[src/rtl/frcd_pkg.sv]
// Shared constants and types for the framed ratio command decoder.
// No dependencies.
`timescale 1ns / 1ps
package frcd_pkg;
  localparam logic [1:0] KIND_GET  = 2'd0;
  localparam logic [1:0] KIND_HELP = 2'd1;
  localparam logic [1:0] KIND_SET  = 2'd2;
  localparam logic [1:0] KIND_ERR  = 2'd3;

  localparam logic [7:0] CH_OPEN  = 8'h7B;
  localparam logic [7:0] CH_CLOSE = 8'h7D;

  typedef struct packed {
    logic [1:0] kind;
    logic [6:0] small_pct;
    logic [6:0] large_pct;
  } frcd_result_t;

  function automatic logic is_sep(input logic [7:0] c);
    return (c == 8'h20) || (c == 8'h09) || (c == 8'h3D) || (c == 8'h3A) || (c == 8'h2C);
  endfunction

  function automatic logic is_dig(input logic [7:0] c);
    return (c >= 8'h30) && (c <= 8'h39);
  endfunction

  function automatic logic [7:0] to_upper(input logic [7:0] c);
    return ((c >= 8'h61) && (c <= 8'h7A)) ? (c - 8'd32) : c;
  endfunction
endpackage

[src/rtl/frcd_ram.sv]
// Generic simple dual-port RAM (one write port, one read port) with registered read.
// No dependencies.
`timescale 1ns / 1ps
module frcd_ram #(
  parameter int WIDTH = 8,
  parameter int DEPTH = 64
) (
  input  logic                     clk,
  input  logic                     we,
  input  logic [$clog2(DEPTH)-1:0] waddr,
  input  logic [WIDTH-1:0]         wdata,
  input  logic [$clog2(DEPTH)-1:0] raddr,
  output logic [WIDTH-1:0]         rdata
);
  logic [WIDTH-1:0] mem [DEPTH];

  always_ff @(posedge clk) begin
    if (we) begin
      mem[waddr] <= wdata;
    end
    rdata <= mem[raddr];
  end
endmodule

[src/rtl/frcd_parser.sv]
// Byte-serial packet parser: walks stored text one character at a time.
// Depends on frcd_pkg.
`timescale 1ns / 1ps
module frcd_parser import frcd_pkg::*; #(
  parameter int PACKET_BYTES = 64,
  parameter int WORD_BYTES   = 8
) (
  input  logic                            clk,
  input  logic                            rst,
  input  logic                            start,
  input  logic [$clog2(PACKET_BYTES)-1:0] text_len,
  output logic [$clog2(PACKET_BYTES)-1:0] raddr,
  input  logic [7:0]                      rdata,
  output logic                            done,
  output frcd_result_t                    result
);
  localparam int AW = $clog2(PACKET_BYTES);
  localparam int WW = $clog2(WORD_BYTES + 1);

  // phases
  localparam logic [3:0] P_IDLE   = 4'd0;
  localparam logic [3:0] P_FETCH  = 4'd1;
  localparam logic [3:0] P_LEAD   = 4'd2;
  localparam logic [3:0] P_WORD   = 4'd3;
  localparam logic [3:0] P_SEP    = 4'd4;
  localparam logic [3:0] P_SIGN   = 4'd5;
  localparam logic [3:0] P_INT    = 4'd6;
  localparam logic [3:0] P_FRAC   = 4'd7;
  localparam logic [3:0] P_TAIL   = 4'd8;
  localparam logic [3:0] P_DONE   = 4'd9;

  logic [3:0]    phase, ret_phase;
  logic [AW:0]   pos, len;
  logic [WW-1:0] wlen;
  logic [7:0]    w0, w1, w2, w3, w4;
  logic          neg, second, any;
  logic [6:0]    mag, frac, a_pct;
  logic [1:0]    fdig;
  frcd_result_t  res;

  logic [7:0] c;
  assign c = (pos < len) ? rdata : 8'd0;
  assign raddr = pos[AW-1:0];
  assign done = (phase == P_DONE);
  assign result = res;

  logic [7:0] u0, u1, u2, u3, u4;
  assign u0 = to_upper(w0);
  assign u1 = to_upper(w1);
  assign u2 = to_upper(w2);
  assign u3 = to_upper(w3);
  assign u4 = to_upper(w4);

  logic is_get, is_help, is_set;
  always_comb begin
    is_get  = (wlen == WW'(3) && u0 == 8'h47 && u1 == 8'h45 && u2 == 8'h54) ||
              (wlen == WW'(1) && w0 == 8'h3F);
    is_help = wlen == WW'(4) && u0 == 8'h48 && u1 == 8'h45 && u2 == 8'h4C && u3 == 8'h50;
    is_set  = (wlen == WW'(3) && u0 == 8'h53 && u1 == 8'h45 && u2 == 8'h54) ||
              (wlen == WW'(5) && u0 == 8'h50 && u1 == 8'h41 && u2 == 8'h52 &&
               u3 == 8'h41 && u4 == 8'h4D) ||
              (wlen == WW'(4) && u0 == 8'h44 && u1 == 8'h49 && u2 == 8'h46 && u3 == 8'h46);
  end

  logic [10:0] mag_x10;
  logic [6:0]  mag_step;
  assign mag_x10  = 11'(mag) * 11'd10 + 11'(c - 8'h30);
  assign mag_step = (mag_x10 > 11'd101) ? 7'd101 : mag_x10[6:0];

  logic [6:0] val_frac;
  assign val_frac = (fdig == 2'd1) ? 7'(frac * 7'd10) : frac;

  // finish one ratio; ok/value in pct_ok, pct_val
  logic       pct_ok;
  logic [6:0] pct_val;

  always_ff @(posedge clk) begin
    if (rst) begin
      phase <= P_IDLE;
    end else begin
      case (phase)
        P_IDLE: begin
          if (start) begin
            len <= (AW+1)'(text_len);
            pos <= '0;
            wlen <= '0;
            second <= 1'b0;
            res <= '{kind: KIND_ERR, small_pct: 7'd0, large_pct: 7'd0};
            ret_phase <= P_LEAD;
            phase <= P_FETCH;
          end
        end
        P_FETCH: phase <= ret_phase;  // RAM read latency
        P_LEAD: begin
          if (is_sep(c)) begin
            pos <= pos + 1'b1; ret_phase <= P_LEAD; phase <= P_FETCH;
          end else begin
            ret_phase <= P_WORD; phase <= P_WORD;
          end
        end
        P_WORD: begin
          if (c != 8'd0 && !is_sep(c)) begin
            if (32'(wlen) + 1 >= WORD_BYTES) begin
              phase <= P_DONE;
            end else begin
              case (wlen)
                WW'(0): w0 <= c;
                WW'(1): w1 <= c;
                WW'(2): w2 <= c;
                WW'(3): w3 <= c;
                WW'(4): w4 <= c;
                default: ;
              endcase
              wlen <= wlen + 1'b1;
              pos <= pos + 1'b1; ret_phase <= P_WORD; phase <= P_FETCH;
            end
          end else if (wlen == '0) begin
            phase <= P_DONE;
          end else if (is_get) begin
            res.kind <= KIND_GET; phase <= P_DONE;
          end else if (is_help) begin
            res.kind <= KIND_HELP; phase <= P_DONE;
          end else if (is_set) begin
            phase <= P_SEP;
          end else begin
            phase <= P_DONE;
          end
        end
        P_SEP: begin
          neg <= 1'b0; any <= 1'b0; mag <= '0; frac <= '0; fdig <= '0;
          if (is_sep(c)) begin
            pos <= pos + 1'b1; ret_phase <= P_SEP; phase <= P_FETCH;
          end else begin
            phase <= P_SIGN;
          end
        end
        P_SIGN: begin
          if (c == 8'h2D || c == 8'h2B) begin
            neg <= (c == 8'h2D);
            pos <= pos + 1'b1; ret_phase <= P_INT; phase <= P_FETCH;
          end else begin
            phase <= P_INT;
          end
        end
        P_INT: begin
          if (is_dig(c)) begin
            mag <= mag_step; any <= 1'b1;
            pos <= pos + 1'b1; ret_phase <= P_INT; phase <= P_FETCH;
          end else if (!any || (neg && mag != '0)) begin
            phase <= P_DONE;
          end else if (c == 8'h2E) begin
            pos <= pos + 1'b1; ret_phase <= P_FRAC; phase <= P_FETCH;
          end else if (pct_ok) begin
            if (second) begin
              res.large_pct <= pct_val; phase <= P_TAIL;
            end else begin
              a_pct <= pct_val; second <= 1'b1; phase <= P_SEP;
            end
          end else begin
            phase <= P_DONE;
          end
        end
        P_FRAC: begin
          if (is_dig(c) && fdig != 2'd2) begin
            frac <= 7'(frac * 7'd10 + 7'(c - 8'h30)); fdig <= fdig + 1'b1;
            pos <= pos + 1'b1; ret_phase <= P_FRAC; phase <= P_FETCH;
          end else if (fdig == '0 || is_dig(c) || mag > 7'd1 ||
                       (mag == 7'd1 && val_frac != '0)) begin
            phase <= P_DONE;
          end else if (second) begin
            res.large_pct <= pct_val; phase <= P_TAIL;
          end else begin
            a_pct <= pct_val; second <= 1'b1; phase <= P_SEP;
          end
        end
        P_TAIL: begin
          if (is_sep(c)) begin
            pos <= pos + 1'b1; ret_phase <= P_TAIL; phase <= P_FETCH;
          end else begin
            if (c == 8'd0) begin
              res.kind <= KIND_SET; res.small_pct <= a_pct;
            end else begin
              res.large_pct <= '0;
            end
            phase <= P_DONE;
          end
        end
        P_DONE: phase <= P_IDLE;
        default: phase <= P_IDLE;
      endcase
    end
  end

  always_comb begin
    if (phase == P_FRAC) begin
      pct_val = (mag == 7'd1) ? 7'd100 : val_frac;
      pct_ok  = 1'b1;
    end else begin
      pct_val = mag;
      pct_ok  = mag <= 7'd100;
    end
  end
endmodule

[src/rtl/framed_ratio_command_decoder_core.sv]
// Top level of the framed ratio command decoder: framing, text store, parser.
// Depends on frcd_pkg, frcd_ram, frcd_parser.
//
// channel  dir  tdata fields (low bit first)
// s_axis   in   rx_byte[7:0]
// m_axis   out  command_kind[1:0], small_percent[8:2], large_percent[15:9]
//
// Packet bytes are written to the text store as they are accepted. On '}' the parser walks
// the text over the single RAM read port, fetching each character it visits before examining
// it, and m_axis_tvalid rises once it finishes.
// The block takes no word while parsing or while a result waits.
// rst is synchronous; text store contents are not cleared.
`timescale 1ns / 1ps
module framed_ratio_command_decoder_core import frcd_pkg::*; #(
  parameter int PACKET_BYTES = 64,
  parameter int WORD_BYTES   = 8
) (
  input  logic        clk,
  input  logic        rst,
  input  logic        s_axis_tvalid,
  output logic        s_axis_tready,
  input  logic [7:0]  s_axis_tdata,   // rx_byte
  output logic        m_axis_tvalid,
  input  logic        m_axis_tready,
  output logic [15:0] m_axis_tdata    // command_kind, small_percent, large_percent
);
  localparam int AW = $clog2(PACKET_BYTES);

  logic          in_packet, busy;
  logic [AW-1:0] fill_count, raddr;
  logic [7:0]    rdata;
  logic          start, pdone;
  frcd_result_t  pres;

  logic acc;
  assign s_axis_tready = !busy && !m_axis_tvalid;
  assign acc = s_axis_tvalid && s_axis_tready;

  logic wr;
  assign wr = acc && in_packet && s_axis_tdata != CH_OPEN && s_axis_tdata != CH_CLOSE &&
              32'(fill_count) < PACKET_BYTES - 1;
  assign start = acc && in_packet && s_axis_tdata == CH_CLOSE;

  frcd_ram #(.WIDTH(8), .DEPTH(PACKET_BYTES)) u_ram (
    .clk(clk), .we(wr), .waddr(fill_count), .wdata(s_axis_tdata),
    .raddr(raddr), .rdata(rdata)
  );

  frcd_parser #(.PACKET_BYTES(PACKET_BYTES), .WORD_BYTES(WORD_BYTES)) u_parser (
    .clk(clk), .rst(rst), .start(start), .text_len(fill_count),
    .raddr(raddr), .rdata(rdata), .done(pdone), .result(pres)
  );

  always_ff @(posedge clk) begin
    if (rst) begin
      in_packet <= 1'b0;
      fill_count <= '0;
      busy <= 1'b0;
      m_axis_tvalid <= 1'b0;
    end else begin
      if (acc) begin
        if (s_axis_tdata == CH_OPEN) begin
          in_packet <= 1'b1; fill_count <= '0;
        end else if (in_packet) begin
          if (s_axis_tdata == CH_CLOSE) begin
            in_packet <= 1'b0; fill_count <= '0; busy <= 1'b1;
          end else if (wr) begin
            fill_count <= fill_count + 1'b1;
          end else begin
            in_packet <= 1'b0; fill_count <= '0;  // drop overlong packet
          end
        end
      end
      if (pdone) begin
        busy <= 1'b0;
        m_axis_tvalid <= 1'b1;
        m_axis_tdata <= {pres.large_pct, pres.small_pct, pres.kind};
      end else if (m_axis_tvalid && m_axis_tready) begin
        m_axis_tvalid <= 1'b0;
      end
    end
  end

  a_no_accept_busy: assert property (@(posedge clk) disable iff (rst)
    busy |-> !s_axis_tready) else $error("input taken while parsing");
  a_done_only_busy: assert property (@(posedge clk) disable iff (rst)
    pdone |-> busy) else $error("parser finished while idle");
  a_fill_zero_out: assert property (@(posedge clk) disable iff (rst)
    !in_packet |-> fill_count == '0) else $error("fill count without packet");
  a_pct_range: assert property (@(posedge clk) disable iff (rst)
    (m_axis_tvalid && m_axis_tdata[1:0] == KIND_SET) |->
      (m_axis_tdata[8:2] <= 7'd100 && m_axis_tdata[15:9] <= 7'd100))
    else $error("percent out of range");
endmodule
[config.mk]
export PLATFORM = sky130hd
export DESIGN_NAME = framed_ratio_command_decoder_core
export DESIGN_NICKNAME = d
export VERILOG_FILES = /design/src/rtl/frcd_pkg.sv /design/src/rtl/frcd_ram.sv /design/src/rtl/frcd_parser.sv /design/src/rtl/framed_ratio_command_decoder_core.sv
export SDC_FILE = /design/constraint.sdc
export NUM_CORES = 1
export LEC_CHECK = 0
export BUFFER_PORTS_ARGS = -buffer_cell sky130_fd_sc_hd__buf_2
export CORE_MARGIN = 2
export CORE_UTILIZATION = 30
export DETAILED_ROUTE_END_ITERATION = 7
export GPL_TIMING_DRIVEN = 0
export PLACE_DENSITY = 0.42
export SLEW_MARGIN = 15
export SYNTH_ARGS = -nofsm -noshare
export SYNTH_HDL_FRONTEND = slang
export SYNTH_SLANG_ARGS = --single-unit
[constraint.sdc]
create_clock -name clk -period 5.4 [get_ports clk]
set_input_delay 0.81 -clock clk [delete_from_list [all_inputs] [get_ports clk]]
set_output_delay 0.81 -clock clk [all_outputs]
set_load 0.05 [all_outputs]
* Word-level counts from Yosys, hierarchy flattened
Memories as Yosys holds them, arrays and structs flattened. A register that Yosys moved wholly into a read port is not among the register bits.
Index checks and enable logic that the tools add are counted.
** Storage, ports and cells
- Bits in registers :: 132
- Memory bits (writable) :: 512
- Input port bits :: 12
- Output and inout bits :: 18
- Memories :: 1
** Memories
- u_ram.mem :: depth 64, width 8, rd ports 1, clocked after Yosys merged registers in 1, wr ports 1, line frcd_ram.sv:15 : logic [WIDTH-1:0] mem [DEPTH];
** Cells by class
- $add $sub $neg :: 14
- Multipliers :: 2
- Order comparisons :: 18
- Equal/unequal tests :: 69
- Multiplexer cells :: 111
- Bitwise gates (word level) :: 3
- Reduce and logical (&&, ||, !) cells :: 96
** Operator list (number)
- $mux 7 :: 30
- $eq 8x7->1 const B :: 18
- $mux 4 :: 28
- $eq 8x6->1 const B :: 8
- $pmux 7 s2 :: 4
- $mux 8 :: 6
- $pmux 7 s6 :: 1
- $ge 8x7->1 const B :: 5
- $le 8x7->1 const B :: 5
- $sub 8x6->8 const B :: 5
- $logic_and 1x1->1 :: 38
- $pmux 4 s9 :: 1
- $reduce_and 5->1 :: 7
- $ge 32x4->1 const B :: 1
- $mux 16 :: 2
- $pmux 4 s8 :: 1
- $pmux 7 s4 :: 1
- $eq 4x3->1 const B :: 6
- $mux 6 :: 4
- $ne 2x2->1 const B :: 12
- $reduce_and 11->1 :: 2
- $mux 1 :: 18
- $ne 2x1->1 const B :: 9
- $eq 4x2->1 const B :: 4
- 54 further kinds :: 97

* Depth between registers and ports, before layout
Gate-level depths: netlist of run 1.
- Depth in word-level cells :: 17
- Gate-level depth with buffers :: 18
- Depth with buffers taken out :: 15

* Modules after synthesis
A second synthesis of run 1 with hierarchy kept.
** Unflattened totals
- Cells, all modules :: 1663
- Area, all modules :: 27765.4 um2
** Modules (own cells, without submodules)
- frcd_ram :: times used 1, cells each 972, area each 20190.6 um2, seq. area each 15534.9 um2
- frcd_parser :: times used 1, cells each 618, area each 6557.5 um2, seq. area each 3173.0 um2
- framed_ratio_command_decoder_core :: times used 1, cells each 73, area each 1017.2 um2, seq. area each 660.6 um2

* Worst setup path before layout of run 1
OpenSTA, ideal clock, no wires.
- Path kind :: register to register
- Start point :: reg u_parser.pos[4]
- End point :: reg u_parser.any (enable)
- Arrival time :: 4.290 ns
- Setup slack :: 0.691 ns
- Stages on the path, launching flop included :: 15
- Cells stage by stage :: edfxtp_1 ha_1 a21o_1 a211oi_1 o21a_1 buf_2 clkbuf_1 nand2_1 inv_1 ha_1 clkbuf_1 a32oi_1 nor2_1 mux2i_1 a2111oi_0
** On the way
- Cells in the longest elaborated chain, start to end :: 6
- Elaborated cells on any way between the ends :: 7
** Ends and longest elaborated chain
- start, declared :: line frcd_parser.sv:33 : logic [AW:0] pos, len;
- start signal, assigned :: line frcd_parser.sv:85 : pos <= '0;
- start signal, assigned :: line frcd_parser.sv:96 : pos <= pos + 1'b1; ret_phase <= P_LEAD; phase <= P_FETCH;
- start signal, assigned :: line frcd_parser.sv:115 : pos <= pos + 1'b1; ret_phase <= P_WORD; phase <= P_FETCH;
- $lt 7x6->1 (*) :: line frcd_parser.sv:42 : assign c = (pos < len) ? rdata : 8'd0;
- $mux 8 (*) :: line frcd_parser.sv:42
- via u_parser.c[4] :: line frcd_parser.sv:41 : logic [7:0] c;
- $ge 8x6->1 / $le 8x6->1 (equally long branches) :: line frcd_pkg.sv:24 : return (c >= 8'h30) && (c <= 8'h39);
- $logic_and 1x1->1 (*) :: line frcd_pkg.sv:24
- $ne 2x1->1 (no source line) (*)
- $reduce_and 3->1 (no source line) (*)
- end signal, assigned :: line frcd_parser.sv:130 : neg <= 1'b0; any <= 1'b0; mag <= '0; frac <= '0; fdig <= '0;
- end signal, assigned :: line frcd_parser.sv:147 : mag <= mag_step; any <= 1'b1;
- end, declared :: line frcd_parser.sv:36 : logic neg, second, any;
The timed path passes the listed nets; every way through them passes the cells marked *.
A chain may end at the register's enable or synchronous reset.

* Worst setup path after layout of run 1
- Start point :: reg u_parser.pos[4]
- End point :: reg u_parser.mag[5], data pin
** On the way
- Cells in the longest elaborated chain, start to end :: 8
** Ends and longest elaborated chain
- $lt 7x6->1 (*) :: line frcd_parser.sv:42
- $mux 8 (*) :: line frcd_parser.sv:42
- via u_parser.c[5] :: line frcd_parser.sv:41
- $sub 8x6->9 (*) :: line frcd_parser.sv:67 : assign mag_x10 = 11'(mag) * 11'd10 + 11'(c - 8'h30);
- $add 11x11->11 (*) :: line frcd_parser.sv:67
- $gt 11x7->1 :: line frcd_parser.sv:68 : assign mag_step = (mag_x10 > 11'd101) ? 7'd101 : mag_x10[6:0];
- $mux 7 (*) :: line frcd_parser.sv:68
- $mux 7 (*) :: line frcd_parser.sv:146 : if (is_dig(c)) begin
- $pmux 7 s2 (*) :: line frcd_parser.sv:81 : case (phase)
- end signal, assigned :: line frcd_parser.sv:130
- end signal, assigned :: line frcd_parser.sv:147
- end, declared :: line frcd_parser.sv:37 : logic [6:0] mag, frac, a_pct;
The timed path passes the listed nets; every way through them passes the cells marked *. The select of a mux whose other input is x is not followed.

==> flow_metrics.env, run 1 <==
export IMPL_num_rows=110
export IMPL_grt_overflow=0
export IMPL_clkSlewWorstSetupHoldPaths_ns=0.06
export IMPL_clk_latency_ns=0.63
export IMPL_final_max_slew_viol_count=0
export IMPL_first_pass_iters=5
export IMPL_p_sw_share_pct=23.99
export IMPL_grt_use_total_pct=15.11
export IMPL_syn_cell_area_um2=27400
export IMPL_drt_total_wl_um=70390
export IMPL_switchingPower_uw=2845
export IMPL_synthCells=1508
export IMPL_synth_seq_area_share_pct=70.69
export IMPL_crit_end="u_parser.mag[5]"
export IMPL_vdd_drop_max_uv=211.1
export IMPL_final_area_um2=31490
export IMPL_min_from="u_parser.result[10]"
export IMPL_r2r_end="u_parser.mag[5]"
export IMPL_synth_edf_count=631
export IMPL_synth_nets=1578
export IMPL_crit_type="register to register"
export IMPL_ys_dominant_reg_cell="edfxtp_1"
export IMPL_first_iter_violations=1059
export IMPL_cp_start_kind="register"
export IMPL_dieArea_um2=93760
export IMPL_yosysUniqueCellTypes=72
export IMPL_initial_core_util_pct=30.35
export IMPL_cts_hold_buf=0
export IMPL_dpl_cell_area_um2=29060
export IMPL_grt_max_degree=68
export IMPL_antenna_left=0
export IMPL_ff2ff_setup_slack_ns=0.54
export IMPL_p_leak_uw=0.01002
export IMPL_area_growth_pct=14.95
export IMPL_wl_per_cell_um=24.71
export IMPL_drc=0
export IMPL_first_global_vias=14740
export IMPL_status="completed"
export IMPL_cts_root_buf="clkbuf_16"
export IMPL_cp_end_kind="register"
export IMPL_setup_viol=0
export IMPL_fmaxAchievable_mhz=205.8
export IMPL_dpl_hpwl_um=45980
export IMPL_tightest_slew_ns=1.140
export IMPL_clkPwrFrac_pct=41.8
export IMPL_path_max_fanout=10
export IMPL_coreArea_um2=90290
export IMPL_synth_seq_cells=652
export IMPL_utilization_pct=34.88
export IMPL_hp_class="register to register"
export IMPL_rsz0062_at_grt="false"
export IMPL_worstPathRequired_ns=5.73
export IMPL_cts_buffers=75
export IMPL_drive_gt1_share_pct=20.08
export IMPL_die_w_um=306.2
export IMPL_grt_pass1_wl_um=102200
export IMPL_synth_warning_count=0
export IMPL_skew_ns=0.02975
export IMPL_rr_startpoint="u_parser.pos[4]"
export IMPL_layout_common_cells="edfxtp_1, mux4_2, nor2_1"
export IMPL_async_flop_share_pct=0
export IMPL_worstPathArrival_ns=5.19
export IMPL_hold_violations=0
export IMPL_io_pins=30
export IMPL_tns_ns=0
export IMPL_gp_congestion=0.8006
export IMPL_crit_start="u_parser.pos[4]"
export IMPL_whs_ns=0.4177
export IMPL_syn_mean_instance_area_um2=18.17
export IMPL_vias_per_cell=4.968
export IMPL_via_count=14160
export IMPL_maxSlewHeadroom_pct=23.73
export IMPL_final_common_cell="edfxtp_1"
export IMPL_r2r_cells=16
export IMPL_period_share_pct=89.97
export IMPL_cap_violations=0
export IMPL_antenna_found_initial=3
export IMPL_seqPwrFrac_pct=47.8
export IMPL_cts_tree="done"
export IMPL_diodes=0
export IMPL_die_h_um=306.2
export IMPL_powerDensity_nw_per_um2=376.5
export IMPL_clock_path_buffers=3
export IMPL_comb_power_share_pct=10.5
export IMPL_cts_sinks=652
export IMPL_io_buffers=28
export IMPL_final_nets=1684
export IMPL_p_int_uw=9011
export IMPL_finalCriticalPeriod_ns=4.858
export IMPL_htreeDepth=3
[per-layer routing]
metal	share of wire (%)	up-vias	wire length (µm)	GRT usage, %
li1	-	6290	-	-
met1	43	7438	30500	19.63
met2	49	311	34700	25.41
met3	3.5	116	2462	2.198
met4	3.9	0	2735	6.179
met5	0	-	0	0
[worst max-delay path, cell delays in order, from the launching register on]
cell and delay, ns:
edfxtp_1 0.41, ha_1 0.34, a21o_1 0.16, a211oi_1 0.31, o21a_1 0.19, buf_2 0.23
clkbuf_2 0.25, nand2_1 0.11, inv_1 0.37, ha_2 0.39, xor2_1 0.22, ha_1 0.31
a2111oi_0 0.38, nor3_1 0.12, xor2_1 0.18, nor4_4 0.45, a31oi_1 0.15
[how the worst min path moves through the flow]
stage | depth (start not counted) | to
after CTS | 3 | m_axis_tvalid
after detailed placement | 0 | m_axis_tdata[5]
after global placement | 0 | m_axis_tdata[1]
after global routing | 0 | m_axis_tdata[6]
final | 0 | m_axis_tdata[5]
after floorplan | 0 | m_axis_tdata[0]
[power groups by stage]
| stage | Clock [µW] | Combinational [µW] | Sequential, µW |
|---|---|---|---|
| after global placement | 0 | 1250 | 5770 |
| after global routing | 5270 | 1340 | 5670 |
| after floorplan | 0 | 787 | 5750 |
| after CTS | 5100 | 1270 | 5660 |
| final | 4950 | 1240 | 5660 |
| after detailed placement | 0 | 1260 | 5770 |
[synth_stat cells, drive strengths merged (14+ instances only)]
library cell	number	area [µm²]
xnor2	18	157.7
nor3	18	95.09
a21oi	41	205.2
ha	54	675.7
xor2	14	122.6
and2	16	100.1
nor2	132	495.5
clkbuf	37	138.9
nand3	21	105.1
mux4	168	3784
inv	50	187.7
buf	32	200.2
o21ai	25	125.1
and3	15	93.84
edfxtp	631	18950
nand2b	14	87.58
dfxtp	21	420.4
nand2	42	157.7
[timing repair]
| item | in CTS | in global routing |
|---|---|---|
| pin swaps | 0 | 0 |
| gates resized for setup | 1 | 4 |
| endpoints found under the setup margin | 3 | 40 |
| setup buffers | 0 | 0 |
[registers in the layout, indices dropped and copies added (netlist names), 6 cells and up]
name,count
u_ram.mem,512
m_axis_tdata,16
u_parser.result,16
u_parser.w0,8
u_parser.w1,8
u_parser.w2,8
u_parser.w3,8
u_parser.w4,8
u_ram.rdata,8
u_parser.a_pct,7
u_parser.frac,7
u_parser.mag,7
u_parser.pos,7
fill_count,6
u_parser.len,6
[per-stage QoR]
step / std cells / setup WS, ns / total power, µW
global route: 2849 / 0.04580 / 12280
finish: 2849 / 0.5416 / 11860
floorplan: 1508 / 0.6906 / 6538
CTS: 2850 / 0.05856 / 12030
global placement: 2712 / -0.7287 / 7016
detailed placement: 2714 / 0.02359 / 7026
[logic make-up (layout without fill, tap and decap cells)]
kind of cell    after synthesis  in the layout  synth area share (%)
flops                       652            652                 70.69
simple gates                331            331                 6.092
mux                         178            178                 14.18
compound gates              137            137                 3.243
buf+inv                     119            284                 1.923
fa+ha+maj                    58             58                 2.758
xor+xnor                     33             33                 1.105
[final cells by class]
| cell class | instances | area, µm² |
|---|---|---|
| Buffer | 68 | 336.6 |
| Clock buffer | 96 | 1977 |
| Clock inverter | 40 | 427.9 |
| Fill cell | 8550 | 58790 |
| Inverter | 50 | 187.7 |
| Multi-Input combinational cell | 737 | 7553 |
| Sequential cell | 652 | 19370 |
| Tap cell | 1176 | 1471 |
| Timing Repair Buffer | 30 | 170.2 |
(Power assumes the default switching activity.)
==> inputs of run 2 (changes only) <==
ABC_AREA = 1   (was unset)
==> run 2 against run 1 <==
  * Clock-buffer cell count fell by 4
  * Fmax rose by 8.8%
  * Synthesized cell count rose by 60%
  * Global-route usage rose by 4.5 points
  * Largest cell class unchanged
==> flow_metrics.env, run 2 <==
export IMPL_status="completed"
export IMPL_drive_gt1_share_pct=6.705
export IMPL_cp_end_kind="register"
export IMPL_htreeDepth=3
export IMPL_cp_num_cells=20
export IMPL_io_buffers=29
export IMPL_skew_ns=0.03223
export IMPL_syn_mean_instance_area_um2=11.60
export IMPL_r2r_cells=20
export IMPL_yosysUniqueCellTypes=49
export IMPL_syn_cell_area_um2=28060
export IMPL_antenna_found_initial=3
export IMPL_path_max_fanout=10
export IMPL_synth_seq_cells=652
export IMPL_drc=0
export IMPL_via_count=19720
export IMPL_regMostFlops="u_ram.mem"
export IMPL_synthMostInstantiatedCell="edfxtp_1"
export IMPL_die_w_um=309.9
export IMPL_dp_cells=3704
export IMPL_dpl_hpwl_um=63640
export IMPL_finalCriticalPeriod_ns=4.464
export IMPL_synthCells=2420
export IMPL_stdcell_count=3836
export IMPL_final_nets=2594
export IMPL_cp_num_buf_inv=3
export IMPL_hp_class="register to register"
export IMPL_worstPathRequired_ns=5.76
export IMPL_powerDensity_nw_per_um2=365.5
export IMPL_rsz0062_at_grt="false"
export IMPL_dpl_cell_area_um2=29820
export IMPL_worst_path_largest_cell_delay_ns=0.79
export IMPL_drt_total_wl_um=94690
export IMPL_area_growth_pct=14.50
export IMPL_synth_top_cells_by_area="edfxtp_1, nor2_1, o21ai_0"
export IMPL_setup_viol=0
export IMPL_path_cells="ha_1 -> nand2_1 -> nand2_1 -> a21oi_2 -> buf_4 -> nand2_1 -> nor2_1 -> ha_1 -> a21oi_1 -> nand2_1 -> a21oi_1 -> o21ai_0 -> xor2_1 -> inv_1 -> nand2_1 -> nand3_1 -> nor2_1 -> nand3_1 -> nand2_1 -> inv_1"
export IMPL_num_rows=112
export IMPL_grt_use_total_pct=19.57
export IMPL_cap_violations=0
export IMPL_cp_slowest_cell="nor2_1"
export IMPL_tns_ns=0
export IMPL_initial_core_util_pct=30.16
export IMPL_period_share_pct=82.67
export IMPL_finalPower_uw=11740
export IMPL_coreArea_um2=93050
export IMPL_cp_start_kind="register"
export IMPL_whs_ns=0.4190
export IMPL_cp_top_family="simple AND/OR/NAND/NOR gates"
export IMPL_clock_path_buffers=3
export IMPL_vias_per_cell=5.142
export IMPL_wl_per_cell_um=24.68
export IMPL_cts_tree="done"
export IMPL_clkSlewWorstSetupHoldPaths_ns=0.06
export IMPL_final_common_cell="edfxtp_1"
export IMPL_tightest_slew_ns=1.246
export IMPL_cts_sinks=652
export IMPL_synthTopCellsByCount="edfxtp_1, nor2_1, o21ai_0, nand2_1, inv_1"
export IMPL_layout_common_cells="edfxtp_1, nor2_1, o21ai_0"
export IMPL_synth_warning_count=0
export IMPL_synth_nets=2490
export IMPL_crit_type="register to register"
export IMPL_cts_buffers=72
export IMPL_dieArea_um2=96010
export IMPL_p_leak_uw=0.01093
export IMPL_cts_hold_buf=0
export IMPL_yosysTopAreaCell="edfxtp_1"
export IMPL_cts_resized=0
export IMPL_holdPathStages=0
export IMPL_path_common_cell="nand2_1"
export IMPL_fill_cells=9351
export IMPL_io_pins=30
export IMPL_first_iter_violations=1746
export IMPL_async_flop_share_pct=0
export IMPL_worstPathArrival_ns=4.83
export IMPL_yosysTopAreaCellShare_pct=67.52
export IMPL_clk_latency_ns=0.62
export IMPL_die_h_um=309.9
export IMPL_grt_pass1_wl_um=135800
export IMPL_grt_overflow=0
export IMPL_final_area_um2=32130
export IMPL_first_global_vias=19200
export IMPL_hold_violations=0
export IMPL_antenna_left=0
export IMPL_largest_reg_flops=512
export IMPL_post_cts_buffers=0
export IMPL_ys_dominant_reg_cell="edfxtp_1"
export IMPL_fmaxAchievable_mhz=224.0
export IMPL_cts_root_buf="clkbuf_16"
export IMPL_synth_edf_count=631
export IMPL_gp_congestion=0.8937
export IMPL_synth_seq_area_share_pct=69.01
export IMPL_vdd_drop_max_uv=232.0
export IMPL_maxSlewHeadroom_pct=16.60
export IMPL_grt_max_degree=67
export IMPL_final_max_slew_viol_count=0
export IMPL_first_pass_iters=7
==> run 2: cell families after synthesis <==
| kind of cell | count (synthesis) | share of synthesized area [%] |
|---|---|---|
| AND/OR/NAND/NOR | 895 | 13.26 |
| flip-flops | 652 | 69.01 |
| AO/OA/AOI/OAI | 507 | 10.43 |
| buffers and inverters | 288 | 3.928 |
| adder cells (fa/ha/maj) | 58 | 2.693 |
| XOR/XNOR | 20 | 0.6777 |
==> run 2: path summary, 6_finish.rpt <==
| path | start | to | slack, ns |
|---|---|---|---|
| worst min-delay path | u_parser.result[11] | m_axis_tdata[6] | 0.42 |
| worst min register to register | u_parser.result[11] | m_axis_tdata[6] | 0.42 |
| worst max register to register | u_parser.pos[4] | u_parser.mag[5] | 0.94 |
| worst max-delay path | u_parser.pos[4] | u_parser.mag[5] | 0.94 |
==> run 2: area by class of cell <==
type | instances | area, µm² | share of cell area (%)
antenna | 2 | 5.005 | 0.01557
buffer | 110 | 434.2 | 1.351
clock buffer | 92 | 1972 | 6.136
clock inverter | 38 | 312.8 | 0.9734
inverter | 178 | 668.1 | 2.079
multi-input combinational | 1480 | 7632 | 23.75
sequential | 652 | 19370 | 60.27
tap | 1254 | 1569 | 4.883
timing repair buffer | 30 | 172.7 | 0.5373
==> run 2: worst register-to-register path, delay by kind of cell, from the launching register on <==
family,cells,cell delay (ns)
and+or+nand+nor,10,1.82
adders and majority gates,2,0.80
AOI/OAI and AO/OA,4,0.54
DFF,1,0.52
buffers and inverters,3,0.30
xor gates and xnor gates,1,0.25
==> run 2: where the power goes <==
| part | internal [µW] | total, µW | switching (µW) |
|---|---|---|---|
| Combinational | 308 | 1260 | 949 |
| Sequential | 5600 | 5630 | 34.1 |
| Clock | 2820 | 4850 | 2040 |
| Total | 8720 | 11700 | 3020 |
==> run 2: stage by stage <==
step / setup slack (ns) / util [%]
CTS: 0.8629 / 34.51
global placement: 0.5220 / 32.00
floorplan: 1.901 / -
global route: 0.6020 / 34.53
detailed placement: 0.5465 / 32.05
finish: 0.9358 / 34.54
==> run 2: routing by layer <==
layer | up-vias | global-route usage [%] | routed length [µm]
li1 | 8936 | - | -
met1 | 9924 | 26.38 | 41590
met2 | 717 | 32.98 | 45370
met3 | 147 | 3.040 | 5426
met4 | 0 | 4.775 | 2304
met5 | - | 0 | 0
